--- src/hdl/hfsl_pkg.sv ---
// shared types, constants and the binomial table for the scaled hmm forward unit
// no dependencies; used by every module of the block
`timescale 1ns / 1ps

package hfsl_pkg;

	localparam int MAX_STATES_DEF = 8;
	localparam int QUEUE_DEPTH    = 4;

	localparam int PROB_W   = 32;
	localparam int ACC_W    = 48;
	localparam int TOT_W    = 48;
	localparam int SCALE_W  = 32;
	localparam int SUM_W    = 52;
	localparam int FRAC_W   = 16;
	localparam int CNT_W    = 6;
	localparam int MUL_A_W  = 44;
	localparam int MUL_B_W  = 32;
	localparam int PROD_W   = MUL_A_W + MUL_B_W;
	localparam int LOG_STEPS = 28;
	localparam int DIV_STEPS = 32;

	localparam int CFG_IDX_W  = 1;
	localparam int CFG_DATA_W = 16;

	localparam logic [PROB_W-1:0]  ONE_Q31       = 32'h8000_0000;
	localparam logic [ACC_W-1:0]   ACC_MAX       = '1;
	localparam logic [29:0]        LN2_Q30       = 30'd744261118;
	localparam logic [FRAC_W-1:0]  PRIOR_FRAC_RST = 16'd655;
	localparam logic [3:0]         STATE_CNT_RST  = 4'd2;

	typedef enum logic [CFG_IDX_W-1:0] {
		CFG_PRIOR_FRAC  = 1'b0,
		CFG_STATE_COUNT = 1'b1
	} cfg_idx_t;

	typedef enum logic {
		OP_TRANS = 1'b0,
		OP_EMIT  = 1'b1
	} op_t;

	typedef struct packed {
		op_t               op;
		logic [2:0]        from_state;
		logic [2:0]        to_state;
		logic              to_ok;
		logic [PROB_W-1:0] prob;
		logic              first_locus;
		logic              locus_done;
		logic              seq_end;
	} entry_t;

	typedef struct packed {
		logic full;
		logic empty;
	} q_stat_t;

	typedef enum logic [4:0] {
		B_IDLE,
		B_TR_MUL,
		B_TR_ADD,
		B_PRI_STEP,
		B_PRI_UPD,
		B_PRI_MUL,
		B_PRI_WR,
		B_EM_HI,
		B_EM_LO,
		B_EM_WR,
		B_CHK,
		B_SUM,
		B_ZCHK,
		B_LZ,
		B_SQ_MUL,
		B_SQ_UPD,
		B_LN_MUL,
		B_LN_RND,
		B_DV_INIT,
		B_DV_STEP,
		B_DV_RND,
		B_TOT
	} back_state_t;

	// pascal triangle, folds to constants; rows up to 15 fit 14 bits
	function automatic logic [13:0] binom_coef(input logic [3:0] n, input logic [3:0] z);
		logic [13:0] pas [0:15][0:15];
		int r;
		int c;
		for (r = 0; r < 16; r++) begin
			for (c = 0; c < 16; c++) begin
				if (c == 0)
					pas[r][c] = 14'd1;
				else if (r == 0)
					pas[r][c] = 14'd0;
				else
					pas[r][c] = pas[r-1][c-1] + pas[r-1][c];
			end
		end
		return pas[n][z];
	endfunction

endpackage

--- src/hdl/hfsl_front.sv ---
// front end: takes input transfers, saturates the probability, range checks
// state indices and drops entries with no effect; depends on hfsl_pkg
`timescale 1ns / 1ps

module hfsl_front #(
	parameter int MAX_STATES = hfsl_pkg::MAX_STATES_DEF,
	localparam int N_W = $clog2(MAX_STATES + 1)
) (
	input  logic                         in_valid,
	output logic                         in_ready,
	input  logic                         op,
	input  logic [2:0]                   from_state,
	input  logic [2:0]                   to_state,
	input  logic [hfsl_pkg::PROB_W-1:0]  prob,
	input  logic                         first_locus,
	input  logic                         locus_done,
	input  logic                         sequence_end,
	input  logic [N_W-1:0]               n_active,
	input  hfsl_pkg::q_stat_t            q_stat,
	output logic                         push,
	output hfsl_pkg::entry_t             entry
);

	logic from_ok;
	logic to_ok;
	logic keep;

	always_comb begin
		from_ok = 32'(from_state) < 32'(n_active);
		to_ok   = 32'(to_state) < 32'(n_active);
		if (hfsl_pkg::op_t'(op) == hfsl_pkg::OP_EMIT)
			keep = to_ok || locus_done;
		else
			keep = from_ok && to_ok && !first_locus;

		entry.op          = hfsl_pkg::op_t'(op);
		entry.from_state  = from_state;
		entry.to_state    = to_state;
		entry.to_ok       = to_ok;
		entry.prob        = (prob > hfsl_pkg::ONE_Q31) ? hfsl_pkg::ONE_Q31 : prob;
		entry.first_locus = first_locus;
		entry.locus_done  = locus_done;
		entry.seq_end     = sequence_end && locus_done;

		in_ready = !q_stat.full;
		push     = in_valid && !q_stat.full && keep;
	end

endmodule

--- config.mk ---
export PLATFORM = sky130hd
export DESIGN_NAME = hfsl_front
export DESIGN_NICKNAME = d
export VERILOG_FILES = /design/src/hdl/hfsl_pkg.sv /design/src/hdl/hfsl_front.sv
export SDC_FILE = /design/constraint.sdc
export NUM_CORES = 1
export LEC_CHECK = 0
export BUFFER_PORTS_ARGS = -buffer_cell sky130_fd_sc_hd__buf_2
export CORE_MARGIN = 4
export CORE_UTILIZATION = 28
export DETAILED_ROUTE_END_ITERATION = 16
export PLACE_DENSITY = 0.84
export SETUP_SLACK_MARGIN = 0.5
export SYNTH_ARGS = -nofsm -noshare
export SYNTH_HDL_FRONTEND = slang
export SYNTH_SLANG_ARGS = --single-unit
export TNS_END_PERCENT = 50
--- constraint.sdc ---
create_clock -name vclk -period 1.3
set_clock_uncertainty 0.1 [all_clocks]
set_input_delay 0.13 -clock vclk [all_inputs]
set_output_delay 0.13 -clock vclk [all_outputs]
set_load 0.01 [all_outputs]
* After elaboration in Yosys (flattened, before gate mapping) *
Cells that the tools add are included.

operators by class
  reductions and logical operators = 8
  $lt $le $gt $ge = 3
  mux-type cells = 2

operators by type and width
  cell                  count
  $gt 32x32->1 const B  1
  $mux 32               1
  $lt 3x4->1            2
  $logic_and 1x1->1     5
  $logic_not 1->1       2
  $logic_or 1x1->1      1
  $mux 1                1

storage, ports and cells
  input port bits = 49
  register bits = 0
  output and inout bits = 45
  word-level logic and storage cells = 13

* Longest topological paths before layout *
  depth after elaboration = 5
  depth in mapped cells = 6
  depth with buffers taken out = 5

* Worst setup path after synthesis *
Ideal clock, no wire load.

  path kind = input -> output
  from = input prob[10] in the netlist's numbering
  to = output entry[24] in the netlist's numbering
  cell stages on the path = 6
  path buffers = 2
  setup slack = -0.003 ns
  data required time = 1.070 ns
  arrival time = 1.073 ns
  path through = nor4_1 nand4_1 o21ai_2 buf_6 buf_8 and2_1

RTL lines
  what                RTL line          text
  start: declaration  hfsl_front.sv:14  input logic [hfsl_pkg::PROB_W-1:0] prob,
  end: declaration    hfsl_front.sv:21  output hfsl_pkg::entry_t entry

==> flow_metrics.env <==
export IMPL_clock_fmax_ghz=0.547
export IMPL_grt_use_total_pct=21.5
export IMPL_total_power_mw=0.515
export IMPL_slew_viol_final=0
export IMPL_required_ps=1070
export IMPL_cp_endpoint="entry[6]"
export IMPL_hold_class="primary input to output pin"
export IMPL_crit_cells=7
export IMPL_hold_ws_ps=362
export IMPL_p_per_area_mw_per_mm2=356
export IMPL_worstPathMaxFanout=6
export IMPL_num_nets_final=219
export IMPL_endpoint_kind="output pin"
export IMPL_critical_path_arrival_ps=1600
export IMPL_placed_cell_area_mm2=0.00105
export IMPL_grt_overflow=0
export IMPL_start_util_pct=30.1
export IMPL_vias_per_cell=4.98
export IMPL_violations="negative setup slack"
export IMPL_routedWlPerCell_um=18.8
export IMPL_fillers=103
export IMPL_ios=94
export IMPL_multiInputGateArea_um2=601
export IMPL_clockBufferCount=0
export IMPL_crit_path_frequent_cell="buf_2"
export IMPL_antenna_found_initial=0
export IMPL_crit_family="simple AND/OR/NAND/NOR gates"
export IMPL_vias=941
export IMPL_yosysWarningCount=0
export IMPL_holdBufCountCts=0
export IMPL_post_cts_setup_buffers=0
export IMPL_max_cap_violations=0
export IMPL_setup_violations=31
export IMPL_yosysSeqAreaShare_pct=0
export IMPL_diodes=0
export IMPL_syn_nets=130
export IMPL_row_count=15
export IMPL_ir_worst_vdd_v=0.000241
export IMPL_path_cells="buf_2, nor4_1, nand4_1, o21ai_4, buf_6, and2_1, buf_2"
export IMPL_dp_hpwl_um=2030
export IMPL_seq_cell_count=0
export IMPL_crit_start="prob[13]"
export IMPL_max_slew_worst_pin_slew_ps=420
export IMPL_final_cell_area_mm2=0.00144
export IMPL_area_delta_synth_final_pct=175
export IMPL_portBuffers=93
export IMPL_crit_path_start_kind="primary input"
export IMPL_core_area_mm2=0.00175
export IMPL_postRouteAntennaNets=0
export IMPL_relSlewSlack_pct=71.7
export IMPL_first_pass_iters=4
export IMPL_drive_gt1_share_pct=85.4
export IMPL_stdcell_count=189
export IMPL_die_w_um=51.3
export IMPL_finalWirelength_um=3550
export IMPL_grt_pass1_wl_um=4350
export IMPL_total_leakage_power_nw=0.733
export IMPL_rsz0062_at_grt="true"
export IMPL_dp_cells=186
export IMPL_finalCritPeriodShare_pct=141
export IMPL_dieArea_mm2=0.00263
export IMPL_avgSynthCellArea_um2=6.82
export IMPL_crit_buf_inv=3
export IMPL_grt_start_max_net_pins=18
export IMPL_grt_pass1_vias=970
export IMPL_synth_cells=77
export IMPL_synthesis_area_um2=526
export IMPL_finalHoldViolCount=0
export IMPL_netlist_cell_type_count=22
export IMPL_place_gp_congestion=0.724
export IMPL_drc=0
export IMPL_path_class="primary input to output pin"
export IMPL_finalWorstSetupSlack_ps=-528
export IMPL_drt_iter0_drc=7
export IMPL_final_core_util_pct=82.7
export IMPL_status="finished, violations left"
export IMPL_fin_crit_ps=1830
export IMPL_seqCellArea_um2=0
export IMPL_critPathMaxStageDelay_ps=410
export IMPL_die_h_um=51.3
export IMPL_critPathSlowestCell="nor4_1"
[cell families (layout without fill, tap and decap cells)]
logic type | after synthesis | in the layout | share of synthesized area [%]
adder cells (fa/ha/maj) | 4 | 4 | 9.52
buffers and inverters | 17 | 104 | 23.1
AO/OA/AOI/OAI | 6 | 6 | 8.33
AND/OR/NAND/NOR | 50 | 50 | 59.0
[synthesized netlist by cell type (all sizes together)]
master | number | area, µm²
a211oi | 2 | 15.0
a21oi | 1 | 5.00
and2 | 30 | 188
and3 | 1 | 6.26
buf | 12 | 101
clkbuf | 2 | 8.75
ha | 4 | 50.1
inv | 3 | 11.3
nand2b | 3 | 18.8
nand4 | 2 | 12.5
nor2 | 3 | 11.3
nor2b | 2 | 12.5
nor3 | 1 | 5.00
nor4 | 7 | 50.1
o21ai | 1 | 8.76
o22ai | 1 | 6.26
o41ai | 1 | 8.76
or3 | 1 | 6.26
[worst min-delay path by stage]
stage / slack, ps / endpoint / cells past startpoint / start
2_1_floorplan: 210 / entry[21] / 1 / prob[31]
3_3_place_gp: 360 / entry[39] / 2 / from_state[0]
3_5_place_dp: 360 / entry[36] / 2 / to_state[0]
4_1_cts: 360 / entry[39] / 2 / from_state[0]
5_1_grt: 380 / entry[36] / 2 / to_state[0]
6_report: 360 / entry[39] / 2 / from_state[0]
[per-layer routing]
| metal | vias to the layer above | routed length (µm) | global-route usage [%] | part of all wire (%) |
|---|---|---|---|---|
| met5 | - | 0 | 0 | 0 |
| met4 | 0 | 24 | 3.06 | 0.68 |
| met3 | 2 | 496 | 7.58 | 14 |
| met2 | 71 | 1860 | 44.6 | 52 |
| met1 | 440 | 1170 | 20.0 | 33 |
| li1 | 428 | - | - | - |
[placed cells by master, fill, tap and decap left out, drive strengths merged]
cell	count
nor2	3
nand2b	3
nor2b	2
o21ai	1
and3	1
and2	30
nand4	2
buf	100
clkbuf	1
o22ai	1
a211oi	2
ha	4
or3	1
a21oi	1
o41ai	1
nor3	1
nor4	7
inv	3
[final cells by class]
type,instances,share of cell area (%)
Tap cell,25,2.17
Multi-Input combinational cell,60,41.6
Inverter,3,1.65
Timing Repair Buffer,101,54.6
[what timing repair did]
item / 4_1_cts / 5_1_grt
gates resized for setup: 32 / 47
setup endpoints to repair: 31 / 32
endpoints found under the hold margin: 0 / 0
pin swaps: 4 / 17
cloned: 0 / 3
[per-stage QoR]
stage / TNS [ps] / setup slack (ps)
final: -14700 / -528
after global routing: -15510 / -560
after CTS: -6290 / -234
after detailed placement: -8290 / -289
after global placement: -6580 / -229
after floorplan: 0 / 20.0
[power by group]
group | total, mW | switching [mW] | internal [mW] | leakage, nW
clock | 0 | 0 | 0 | 0
sequential | 0 | 0 | 0 | 0
combinational | 0.515 | 0.221 | 0.293 | 0.733
total | 0.515 | 0.221 | 0.293 | 0.733
(Power assumes the default switching activity.)
