`src/hdl/hfsl_pkg.sv`:
```
// shared types, constants and the binomial table for the scaled hmm forward unit
// no dependencies; used by every module of the block
`timescale 1ns / 1ps

package hfsl_pkg;

	localparam int MAX_STATES_DEF = 8;
	localparam int QUEUE_DEPTH    = 4;

	localparam int PROB_W   = 32;
	localparam int ACC_W    = 48;
	localparam int TOT_W    = 48;
	localparam int SCALE_W  = 32;
	localparam int SUM_W    = 52;
	localparam int FRAC_W   = 16;
	localparam int CNT_W    = 6;
	localparam int MUL_A_W  = 44;
	localparam int MUL_B_W  = 32;
	localparam int PROD_W   = MUL_A_W + MUL_B_W;
	localparam int LOG_STEPS = 28;
	localparam int DIV_STEPS = 32;

	localparam int CFG_IDX_W  = 1;
	localparam int CFG_DATA_W = 16;

	localparam logic [PROB_W-1:0]  ONE_Q31       = 32'h8000_0000;
	localparam logic [ACC_W-1:0]   ACC_MAX       = '1;
	localparam logic [29:0]        LN2_Q30       = 30'd744261118;
	localparam logic [FRAC_W-1:0]  PRIOR_FRAC_RST = 16'd655;
	localparam logic [3:0]         STATE_CNT_RST  = 4'd2;

	typedef enum logic [CFG_IDX_W-1:0] {
		CFG_PRIOR_FRAC  = 1'b0,
		CFG_STATE_COUNT = 1'b1
	} cfg_idx_t;

	typedef enum logic {
		OP_TRANS = 1'b0,
		OP_EMIT  = 1'b1
	} op_t;

	typedef struct packed {
		op_t               op;
		logic [2:0]        from_state;
		logic [2:0]        to_state;
		logic              to_ok;
		logic [PROB_W-1:0] prob;
		logic              first_locus;
		logic              locus_done;
		logic              seq_end;
	} entry_t;

	typedef struct packed {
		logic full;
		logic empty;
	} q_stat_t;

	typedef enum logic [4:0] {
		B_IDLE,
		B_TR_MUL,
		B_TR_ADD,
		B_PRI_STEP,
		B_PRI_UPD,
		B_PRI_MUL,
		B_PRI_WR,
		B_EM_HI,
		B_EM_LO,
		B_EM_WR,
		B_CHK,
		B_SUM,
		B_ZCHK,
		B_LZ,
		B_SQ_MUL,
		B_SQ_UPD,
		B_LN_MUL,
		B_LN_RND,
		B_DV_INIT,
		B_DV_STEP,
		B_DV_RND,
		B_TOT
	} back_state_t;

	// pascal triangle, folds to constants; rows up to 15 fit 14 bits
	function automatic logic [13:0] binom_coef(input logic [3:0] n, input logic [3:0] z);
		logic [13:0] pas [0:15][0:15];
		int r;
		int c;
		for (r = 0; r < 16; r++) begin
			for (c = 0; c < 16; c++) begin
				if (c == 0)
					pas[r][c] = 14'd1;
				else if (r == 0)
					pas[r][c] = 14'd0;
				else
					pas[r][c] = pas[r-1][c-1] + pas[r-1][c];
			end
		end
		return pas[n][z];
	endfunction

endpackage

```
`src/hdl/hfsl_queue.sv`:
```
// short entry queue between front and back end
// depends on hfsl_pkg
`timescale 1ns / 1ps

module hfsl_queue #(
	parameter int DEPTH = hfsl_pkg::QUEUE_DEPTH,
	localparam int PTR_W = $clog2(DEPTH),
	localparam int CNT_W = $clog2(DEPTH + 1)
) (
	input  logic              clk,
	input  logic              arst_n,
	input  logic              push,
	input  hfsl_pkg::entry_t  wr_entry,
	input  logic              pop,
	output hfsl_pkg::entry_t  rd_entry,
	output hfsl_pkg::q_stat_t stat
);

	hfsl_pkg::entry_t mem_q [DEPTH];
	logic [PTR_W-1:0] wr_ptr_q;
	logic [PTR_W-1:0] rd_ptr_q;
	logic [CNT_W-1:0] count_q;

	always_ff @(posedge clk or negedge arst_n) begin
		if (!arst_n) begin
			wr_ptr_q <= '0;
			rd_ptr_q <= '0;
			count_q  <= '0;
		end else begin
			if (push)
				wr_ptr_q <= (32'(wr_ptr_q) == DEPTH - 1) ? '0 : wr_ptr_q + 1'b1;
			if (pop)
				rd_ptr_q <= (32'(rd_ptr_q) == DEPTH - 1) ? '0 : rd_ptr_q + 1'b1;
			if (push && !pop)
				count_q <= count_q + 1'b1;
			else if (pop && !push)
				count_q <= count_q - 1'b1;
		end
	end

	always_ff @(posedge clk) begin
		if (push)
			mem_q[wr_ptr_q] <= wr_entry;
	end

	always_comb begin
		rd_entry   = mem_q[rd_ptr_q];
		stat.full  = 32'(count_q) == DEPTH;
		stat.empty = count_q == '0;
	end

	a_no_overfill: assert property (@(posedge clk) disable iff (!arst_n)
		push |-> (32'(count_q) < DEPTH || pop))
		else $error("queue written while full");

	a_no_underrun: assert property (@(posedge clk) disable iff (!arst_n)
		pop |-> count_q != '0)
		else $error("queue read while empty");

endmodule

```
`config.mk`:
```
export PLATFORM = sky130hd
export DESIGN_NAME = hfsl_queue
export DESIGN_NICKNAME = d
export VERILOG_FILES = /design/src/hdl/hfsl_pkg.sv /design/src/hdl/hfsl_queue.sv
export SDC_FILE = /design/constraint.sdc
export NUM_CORES = 1
export LEC_CHECK = 0
export BUFFER_PORTS_ARGS = -buffer_cell sky130_fd_sc_hd__buf_4
export CORE_MARGIN = 1.5
export CORE_UTILIZATION = 64
export CTS_BUF_LIST = sky130_fd_sc_hd__clkbuf_8
export DETAILED_ROUTE_END_ITERATION = 8
export PLACE_DENSITY = 0.88
export SYNTH_ARGS = -nofsm -noshare
export SYNTH_HDL_FRONTEND = slang
export SYNTH_SLANG_ARGS = --single-unit
```
`constraint.sdc`:
```
create_clock -name clk -period 5.8 [get_ports clk]
set_input_delay 0.58 -clock clk [delete_from_list [all_inputs] [get_ports clk]]
set_output_delay 0.58 -clock clk [all_outputs]
set_load 0.01 [all_outputs]
```
# == Word-level counts from Yosys, hierarchy flattened ==
# Memories as Yosys holds them, arrays and structs flattened.
# Index checks and enable logic that the tools add are counted.
# totals
n_memories,1
wordCells,23
input_bits,47
out_inout_bits,45
ram_bits,172
ff_bits,7
# op_classes
reduce_logical,6
n_addsub,4
mux,6
eq_ne,3
# mem_list
memory,depth,word_bits,rd,rd_clocked_by_memory_dff,write_ports,line_no,rtl
mem_q,4,43,1,0,1,hfsl_queue.sv:19,hfsl_pkg::entry_t mem_q [DEPTH];
# ops
operator,n
two-way mux 3 bit,2
"adder 2 x 1 -> 2 bit, second input constant",2
"equality test 2 bit, second input constant",2
two-way mux 2 bit,2
"adder 3 x 1 -> 3 bit, second input constant",1
"equality test 3 bit, second input constant",1
zero test 3 bit,1
"subtractor 3 x 1 -> 3 bit, second input constant",1
logical AND 1 bit,2
zero test 1 bit,2
two-way mux 1 bit,2
nonzero test 2 bit,1

# == Longest topological paths before layout ==
# Gate-level depths: netlist of run 1.
# depth
word_depth,4
ltp_mapped,7
ltp_nobuf,7

# == Worst setup path after synthesis of run 1 ==
# OpenSTA, ideal clock, no wires.
# synth_path
path_type,register -> register
start,reg wr_ptr_q[0]
end,mem mem_q[2][0] (netlist bit) (enable)
path_stages_with_launch,4
setup_ns,0.405
n_path_buf,0
period_less_slack_ns,2.064
required_ns,5.395
t_arrival_ns,1.659
slack_ns,3.736
cell_sequence,dfrtp_1 -> inv_1 -> ha_1 -> and2_1
# synth_rtl
element,line_no,rtl
start: declaration,hfsl_queue.sv:20,logic [PTR_W-1:0] wr_ptr_q;
start signal: assignment,hfsl_queue.sv:31,wr_ptr_q <= (32'(wr_ptr_q) == DEPTH - 1) ? '0 : wr_ptr_q + 1'b1;
end: declaration,hfsl_queue.sv:19,
# No word-level cell before the write port.

==> flow_metrics.env, run 1 <==
export IMPL_status="finished, final reports clean"
export IMPL_drtIter0Drc=215
export IMPL_hold_path_class="input port to flip-flop"
export IMPL_wl_met2_mm=5.478
export IMPL_drv_cap=0
export IMPL_grt_pass1_wl_mm=16.35
export IMPL_r2r_cells=3
export IMPL_post_synth_top_count_cell="edfxtp_1"
export IMPL_p_int_mw=2.583
export IMPL_critPathArrivalTime_ps=2620
export IMPL_worstMarginPinSlew_ps=1157
export IMPL_num_rows=37
export IMPL_combPwrFrac_pct=29.3
export IMPL_p_seq_share_pct=50.8
export IMPL_dr_total_vias=2970
export IMPL_fin_cells=511
export IMPL_rsz0062_at_grt="no"
export IMPL_syn_area_um2=6680
export IMPL_synthCells=262
export IMPL_ctsResizeCount=0
export IMPL_dp_hpwl_mm=6.287
export IMPL_synth_ff_type="edfxtp_1"
export IMPL_fin_crit_sh_pct=55.11
export IMPL_syn_avg_cell_area_um2=25.50
export IMPL_swShare_pct=28.18
export IMPL_postRouteAntennaNets=0
export IMPL_r2r_start="wr_ptr_q[0]"
export IMPL_p_leak_nw=2.690
export IMPL_drc=0
export IMPL_root_buffer="clkbuf_8"
export IMPL_ios=92
export IMPL_pwr_share_clk_pct=19.9
export IMPL_synth_edf_count=172
export IMPL_drtPass1Iterations=4
export IMPL_path_max_fanout=25
export IMPL_critPathLaunchType="flip-flop"
export IMPL_finalHoldViolCount=0
export IMPL_numCtsBuffers=17
export IMPL_cts_sinks=179
export IMPL_clkLatencyLatePin_ps=430
export IMPL_path_class="flip-flop to output port"
export IMPL_yosys_area_top_type="edfxtp_1"
export IMPL_r2r_setup_slack_ps=3810
export IMPL_routed_wirelength_mm=10.45
export IMPL_grt_pass1_vias=3244
export IMPL_avgViaCountPerCell=5.812
export IMPL_area_growth_synth_to_final_pct=16.37
export IMPL_setup_viol=0
export IMPL_worstPathCellList="buf_4, mux4_1, buf_4"
export IMPL_cp_slowest_stage_delay_ps=830
export IMPL_wl_met3_um=611
export IMPL_fmax_mhz=312.9
export IMPL_die_h_um=105.2
export IMPL_final_nets=418
export IMPL_synthArstFlopShare_pct=3.911
export IMPL_ctsHtreeMaxLevel=4
export IMPL_synth_seq_cells=179
export IMPL_dpl_cell_count=480
export IMPL_period_needed_ps=3196
export IMPL_netlist_area_leader_share_pct=77.32
export IMPL_wl_per_cell_um=20.45
export IMPL_numPortBuffers=91
export IMPL_hold_depth=1
export IMPL_ys_warn_count=0
export IMPL_switchingPower_mw=1.014
export IMPL_slew_viol_final=0
export IMPL_clkTransAtPathRegs_ps=80
export IMPL_whs_endpoint="mem_q[1][28]"
export IMPL_grtUsageTotal_pct=20.81
export IMPL_critPathBufInv=2
export IMPL_crit_path_end_kind="output port"
export IMPL_syn_nets=316
export IMPL_skew_ps=9.083
export IMPL_clockBufferDepth=2
export IMPL_cp_common_cell="buf_4"
export IMPL_dieArea_um2=11060
export IMPL_seq_area_frac_synth_pct=79.94
export IMPL_synthTopCellsByCount="172 x edfxtp_1, 38 x mux4_2, 7 x dfrtp_1"
export IMPL_start_util_pct=65.29
export IMPL_power_density_nw_per_um2=462.7
export IMPL_grt_max_degree=46
export IMPL_antenna_found_initial=0
export IMPL_top_layer="met4"
export IMPL_ys_top_cells_by_area="edfxtp_1 77%, mux4_2 13%, dfrtp_1 2.6%"
export IMPL_cp_top_family="flip-flops"
export IMPL_wl_met1_mm=4.210
export IMPL_synth_cell_type_count=19
export IMPL_place_congestion=0.6987
export IMPL_critPathSlowestCell="dfrtp_2"
export IMPL_min_from="wr_entry[28]"
export IMPL_required_ps=5220
export IMPL_overflow=0
export IMPL_die_x_um=105.2
export IMPL_fin_setup_tns_ps=0
export IMPL_peakVddDrop_mv=0.3627
export IMPL_relSlewSlack_pct=22.87
export IMPL_reg2reg_to="mem_q[0][42]"
export IMPL_drive_above_1_share_pct=43.73
export IMPL_core_um2=10230
export IMPL_cts_tree="yes"
export IMPL_antenna_cells=0
==> per-stage QoR <==
step	total power, mW	utilization, %	worst slack [ps]	area (um2)	hold WS, ps
global route	3.770	75.98	2379	7774	302.5
finish	3.597	75.98	2604	7774	335.3
detailed placement	2.934	72.64	3003	7432	402.2
global placement	2.899	72.64	3002	7432	395.6
floorplan	2.511	-	3736	6680	284.4
CTS	3.646	75.98	2496	7774	303.4
==> final cells by class <==
class	count	area, um2
well taps	136	170.2
inverters	4	15.01
flip-flops and latches	179	5343
clock inverters	13	97.59
clock buffers	17	234.0
repair buffers	93	700.7
fillers	536	2457
multi-input cells	69	1214
==> layer usage <==
| layer | global-route usage, % | up-vias |
|---|---|---|
| met5 | 0 | - |
| met4 | 6.947 | 0 |
| met3 | 7.486 | 15 |
| met2 | 34.13 | 95 |
| met1 | 26.15 | 1554 |
| li1 | - | 1306 |
==> cells in the final DEF, fill, tap and decap left out <==
cell / instances
edfxtp_1: 172
clkbuf_8: 17
bufinv_16: 1
xor2_1: 2
clkinvlp_4: 4
nand2_1: 2
buf_4: 92
mux4_2: 38
fa_1: 1
nor3_1: 1
clkinv_2: 2
clkinv_1: 2
nor2_1: 3
inv_1: 7
mux2_2: 3
nor3b_1: 1
inv_6: 1
dlygate4sd3_1: 1
mux4_1: 5
and2_2: 4
dfrtp_2: 2
dfrtp_1: 5
ha_1: 6
o21ai_0: 2
xnor2_1: 1
==> cell families after synthesis <==
kind of cell / after synthesis / synth area share, %
mux: 46 / 15.28
flops: 179 / 79.94
buf+inv: 14 / 1.967
xor+xnor: 3 / 0.3934
simple gates: 11 / 0.8428
fa+ha+maj: 7 / 1.423
compound gates: 2 / 0.1498
==> sequential cells by signal (all words and copies together) (netlist names) <==
signal,count
rd_ptr_q,2
mem_q,172
count_q,3
wr_ptr_q,2
==> what timing repair did <==
action | in CTS | in global routing
endpoints found under the hold margin | 7 | 0
buffers inserted | 0 | 0
hold buffers | 1 | 0
==> power by group through the flow <==
| stage | registers (mW) | clock network, mW | logic [mW] |
|---|---|---|---|
| after global placement | 1.85 | 0 | 1.05 |
| after global routing | 1.86 | 0.780 | 1.13 |
| after CTS | 1.83 | 0.736 | 1.08 |
| after floorplan | 1.73 | 0 | 0.776 |
| after detailed placement | 1.86 | 0 | 1.07 |
| final | 1.83 | 0.717 | 1.05 |
==> worst max-delay path by stage <==
stage | startpoint | endpoint | slack, ps | cells past startpoint
floorplan | wr_ptr_q[0] | mem_q[2][0] | 3740 | 3
global placement | rd_ptr_q[0] | rd_entry[32] | 3000 | 3
detailed placement | rd_ptr_q[0] | rd_entry[32] | 3000 | 3
CTS | rd_ptr_q[0] | rd_entry[41] | 2500 | 3
global route | rd_ptr_q[0] | rd_entry[41] | 2380 | 3
finish | rd_ptr_q[0] | rd_entry[41] | 2600 | 3
(Power assumes the default switching activity.)
==> run 2, diff against run 1 <==
CORE_UTILIZATION = 53   (was 64)
PLACE_DENSITY = 0.77   (was 0.88)
clock period = 2.65 ns   (was 5.8 ns; I/O delays follow)
==> flow_metrics.env, run 2 (synthesis gave the netlist of run 1 again) <==
export IMPL_hold_path_class="input port to flip-flop"
export IMPL_worstMarginPinSlew_ps=465.5
export IMPL_wl_per_cell_um=19.35
export IMPL_dieArea_um2=13290
export IMPL_largest_register="mem_q"
export IMPL_fin_ws_ps=256.8
export IMPL_routed_wirelength_mm=11.61
export IMPL_grt_pass1_wl_mm=17.91
export IMPL_min_from="push"
export IMPL_top_layer="met4"
export IMPL_r2r_cells=4
export IMPL_p_leak_nw=2.986
export IMPL_combPwrFrac_pct=32.0
export IMPL_critPathLaunchType="flip-flop"
export IMPL_relSlewSlack_pct=68.97
export IMPL_antenna_found_initial=0
export IMPL_dr_total_vias=3165
export IMPL_top_regs="mem_q (172), count_q (3)"
export IMPL_numCtsBuffers=17
export IMPL_final_nets=473
export IMPL_wl_met2_mm=5.878
export IMPL_p_seq_share_pct=45.9
export IMPL_die_h_um=115.3
export IMPL_dp_hpwl_mm=7.101
export IMPL_clkLatencyLatePin_ps=450
export IMPL_numPortBuffers=91
export IMPL_setup_viol=0
export IMPL_required_ps=2380
export IMPL_hold_ws_ps=46.85
export IMPL_drive_above_1_share_pct=41.20
export IMPL_switchingPower_mw=2.313
export IMPL_place_ws_ps=716.7
export IMPL_status="finished, final reports clean"
export IMPL_overflow=0
export IMPL_grtUsageTotal_pct=19.14
export IMPL_crit_path_end_kind="output port"
export IMPL_die_x_um=115.3
export IMPL_slew_viol_final=0
export IMPL_r2r_start="wr_ptr_q[0]"
export IMPL_power_density_nw_per_um2=989.8
export IMPL_whs_endpoint="wr_ptr_q[1]"
export IMPL_dpl_cell_area_um2=7590
export IMPL_r2r_setup_slack_ps=900
export IMPL_wl_met1_mm=4.973
export IMPL_num_rows=40
export IMPL_postRouteAntennaNets=0
export IMPL_drv_cap=0
export IMPL_p_int_mw=6.038
export IMPL_core_um2=12160
export IMPL_drtPass1Iterations=4
export IMPL_clkTransAtPathRegs_ps=90
export IMPL_cts_sinks=179
export IMPL_fin_crit_sh_pct=90.31
export IMPL_period_needed_ps=2393
export IMPL_most_common_layout_cells="172 x edfxtp_1, 102 x buf_4, 44 x dlygate4sd3_1, 38 x mux4_2, 19 x clkbuf_8"
export IMPL_skew_ps=15.28
export IMPL_largest_register_ffs=172
export IMPL_postCtsSetupRepairBufs=0
export IMPL_cts_tree="yes"
export IMPL_fillers=751
export IMPL_grt_pass1_vias=3380
export IMPL_ctsResizeCount=0
export IMPL_path_max_fanout=16
export IMPL_root_buffer="clkbuf_8"
export IMPL_fin_setup_tns_ps=0
export IMPL_avgViaCountPerCell=5.275
export IMPL_finalHoldViolCount=0
export IMPL_wl_met3_um=643
export IMPL_reg2reg_to="mem_q[2][37]"
export IMPL_hold_depth=2
export IMPL_final_common_cell="edfxtp_1"
export IMPL_place_congestion=0.6655
export IMPL_drtIter0Drc=217
export IMPL_area_growth_synth_to_final_pct=26.30
export IMPL_clockBufferDepth=2
export IMPL_swShare_pct=27.70
export IMPL_antenna_cells=0
export IMPL_peakVddDrop_mv=0.6093
export IMPL_rsz0062_at_grt="no"
export IMPL_grt_max_degree=46
export IMPL_ctsHtreeMaxLevel=4
export IMPL_fmax_mhz=417.8
export IMPL_ios=92
export IMPL_cts_hold_buffers_added=42
export IMPL_critPathArrivalTime_ps=2130
export IMPL_start_util_pct=54.93
export IMPL_drc=0
export IMPL_fin_area_um2=8437
export IMPL_pwr_share_clk_pct=22.1
export IMPL_path_class="flip-flop to output port"
run 2: cell count changes in the layout (fill, tap and decap cells not counted), sizes merged:
cell / previous run / this run
dlygate4sd3: 1 / 44
buf: 92 / 104
bufinv: 1 / 3
clkbuf: 17 / 19
clkinv: 4 / 2
clkinvlp: 4 / 3
inv: 8 / 9
run 2: worst max path at each step:
stage | endpoint | start | slack [ps]
global route | rd_entry[41] | rd_ptr_q[0] | 140
CTS | rd_entry[38] | rd_ptr_q[0] | 190
detailed placement | rd_entry[38] | rd_ptr_q[0] | 720
global placement | rd_entry[38] | rd_ptr_q[0] | 720
floorplan | mem_q[2][0] | wr_ptr_q[0] | 590
finish | rd_entry[38] | rd_ptr_q[0] | 260
run 2: area by class of cell:
type,count,area (um2),area share (%)
Inverter,4,15.01,0.1780
Tap cell,168,210.2,2.491
Multi-Input combinational cell,69,1214,14.39
Timing Repair Buffer,148,1246,14.77
Sequential cell,179,5345,63.35
Clock buffer,19,261.5,3.100
Clock inverter,13,145.1,1.720
run 2: power groups by stage:
stage	clock (mW)	sequential, mW	combinational (mW)
2_1_floorplan	0	3.80	1.70
3_3_place_gp	0	3.87	2.63
3_5_place_dp	0	3.91	2.65
4_1_cts	1.89	3.85	2.72
5_1_grt	1.99	3.89	2.87
6_report	1.84	3.84	2.67
run 2: worst max-delay path: stages (launching register included):
cell	delay (ps)
dfrtp_4	640
buf_4	290
mux4_1	590
buf_4	160
run 2: per-layer routing:
| metal | vias up | track usage [%] |
|---|---|---|
| met5 | - | 0 |
| met1 | 1653 | 23.79 |
| met4 | 0 | 6.420 |
| met2 | 87 | 31.31 |
| met3 | 8 | 7.380 |
| li1 | 1417 | - |
run 2: through the flow:
stage	power, mW	util [%]	cells
floorplan	5.496	-	262
global placement	6.497	62.41	524
detailed placement	6.556	62.41	524
CTS	8.449	69.21	598
global route	8.750	69.37	600
finish	8.351	69.37	600
==> run 3, diff against run 2 <==
SETUP_SLACK_MARGIN = 0.3   (was not set)
==> flow_metrics.env, run 3 (synthesis gave the netlist of run 1 again) <==
export IMPL_status="finished, final reports clean"
export IMPL_r2r_start="wr_ptr_q[0]"
export IMPL_antenna_cells=0
export IMPL_worstPathCellList="buf_4, mux4_1, buf_4"
export IMPL_die_h_um=115.3
export IMPL_rsz0062_at_grt="no"
export IMPL_fin_crit_sh_pct=81.80
export IMPL_reg2reg_to="mem_q[2][37]"
export IMPL_critPathLaunchType="flip-flop"
export IMPL_most_common_layout_cells="172 x edfxtp_1, 104 x buf_4, 44 x dlygate4sd3_1, 38 x mux4_2, 19 x clkbuf_8"
export IMPL_p_leak_nw=2.996
export IMPL_dp_hpwl_mm=7.101
export IMPL_dieArea_um2=13290
export IMPL_drv_cap=0
export IMPL_area_growth_synth_to_final_pct=26.52
export IMPL_multi_input_area_um2=1214
export IMPL_top_regs="mem_q (172), count_q (3)"
export IMPL_drtIter0Drc=205
export IMPL_skew_ps=15.56
export IMPL_startpoint="rd_ptr_q[0]"
export IMPL_critPathSlowestCell="mux4_1"
export IMPL_critPathArrivalTime_ps=1900
export IMPL_root_buffer="clkbuf_8"
export IMPL_routed_wirelength_mm=11.60
export IMPL_numCtsBuffers=17
export IMPL_overflow=0
export IMPL_cp_endpoint="rd_entry[38]"
export IMPL_power_mw=8.380
export IMPL_period_needed_ps=2168
export IMPL_grt_max_degree=46
export IMPL_wl_per_cell_um=19.27
export IMPL_final_nets=475
export IMPL_hold_depth=2
export IMPL_ctsResizeCount=0
export IMPL_cp_common_cell="buf_4"
export IMPL_finalHoldViolCount=0
export IMPL_setup_viol=0
export IMPL_path_class="flip-flop to output port"
export IMPL_clkLatencyLatePin_ps=450
export IMPL_num_rows=40
export IMPL_cp_slowest_stage_delay_ps=590
export IMPL_r2r_cells=4
export IMPL_grt_pass1_wl_mm=17.93
export IMPL_r2r_setup_slack_ps=900
export IMPL_postRouteAntennaNets=0
export IMPL_largest_register_ffs=172
export IMPL_fin_setup_tns_ps=0
export IMPL_slew_viol_final=0
export IMPL_seq_area_um2=5345
export IMPL_fmax_mhz=461.3
export IMPL_required_ps=2380
export IMPL_place_congestion=0.6655
export IMPL_ctsHtreeMaxLevel=4
export IMPL_fillers=751
export IMPL_worstMarginPinSlew_ps=461.7
export IMPL_drtPass1Iterations=4
export IMPL_grtUsageTotal_pct=19.17
export IMPL_core_um2=12160
export IMPL_path_max_fanout=8
export IMPL_cts_tree="yes"
export IMPL_final_common_cell="edfxtp_1"
export IMPL_numPortBuffers=91
export IMPL_drc=0
export IMPL_avgViaCountPerCell=5.281
export IMPL_ios=92
export IMPL_grt_pass1_vias=3392
export IMPL_relSlewSlack_pct=69.22
export IMPL_dr_total_vias=3179
export IMPL_cts_sinks=179
export IMPL_clkTransAtPathRegs_ps=90
export IMPL_clockBufferDepth=2
export IMPL_hold_path_class="input port to flip-flop"
export IMPL_drive_above_1_share_pct=41.47
export IMPL_largest_register="mem_q"
export IMPL_start_util_pct=54.93
export IMPL_crit_path_end_kind="output port"
export IMPL_antenna_found_initial=0
export IMPL_power_density_nw_per_um2=991.5
export IMPL_die_x_um=115.3
export IMPL_peakVddDrop_mv=0.6094
-- run 3: cell types whose count changed in the layout (fill, tap and decap cells not counted) --
cell   previous run  this run
buf_4           102       104
-- run 3: worst min path at each step --
stage / from / end / slack [ps]
after CTS: wr_entry[35] / mem_q[2][35] / 0.6
after detailed placement: arst_n / count_q[2] / 90
after global placement: arst_n / count_q[2] / 90
after floorplan: arst_n / count_q[0] / -30
after global routing: push / wr_ptr_q[1] / 20
final: push / wr_ptr_q[1] / 50
-- run 3: stage by stage --
| step | area, um2 | hold WS [ps] | worst slack (ps) | util [%] | cells |
|---|---|---|---|---|---|
| after floorplan | 6680 | -30.59 | 586.1 | - | 262 |
| after detailed placement | 7590 | 87.50 | 716.7 | 62.41 | 524 |
| final | 8452 | 46.26 | 482.4 | 69.50 | 602 |
| after global routing | 8452 | 24.03 | 395.0 | 69.50 | 602 |
| after global placement | 7590 | 86.34 | 716.8 | 62.41 | 524 |
| after CTS | 8432 | 0.6342 | 429.2 | 69.33 | 600 |
-- run 3: timing repair --
| item | 4_1_cts | 5_1_grt |
|---|---|---|
| endpoints found under the hold margin | 170 | 8 |
| buffers inserted | 2 | 0 |
| endpoints found under the setup margin | 23 | 0 |
| hold buffers | 42 | 2 |
-- run 3: critical path, delay by kind of cell (launching register included) --
kind | cells | cell delay (ps)
multiplexers | 1 | 590
flip-flops | 1 | 470
buffers and inverters | 2 | 390
-- run 3: per-layer routing --
layer | track usage [%] | share of wire, % | vias to the layer above
met5 | 0 | 0 | -
met3 | 7.380 | 5.3 | 8
met1 | 23.76 | 43 | 1661
li1 | - | - | 1422
met2 | 31.47 | 51 | 88
met4 | 6.420 | 0.98 | 0
-- run 3: where the power goes --
| group | total [mW] | leakage, nW | internal [mW] | switching, mW |
|---|---|---|---|---|
| clock network | 1.85 | 0.214 | 0.964 | 0.881 |
| logic | 2.75 | 1.12 | 1.46 | 1.29 |
| registers | 3.78 | 1.66 | 3.64 | 0.148 |
-- run 3: final cells by class --
cell class / count / share of cell area, %
clock inverter: 13 / 1.717
sequential: 179 / 63.24
timing repair buffer: 150 / 14.92
clock buffer: 19 / 3.094
multi-input combinational: 69 / 14.36
tap: 168 / 2.487
inverter: 4 / 0.1776
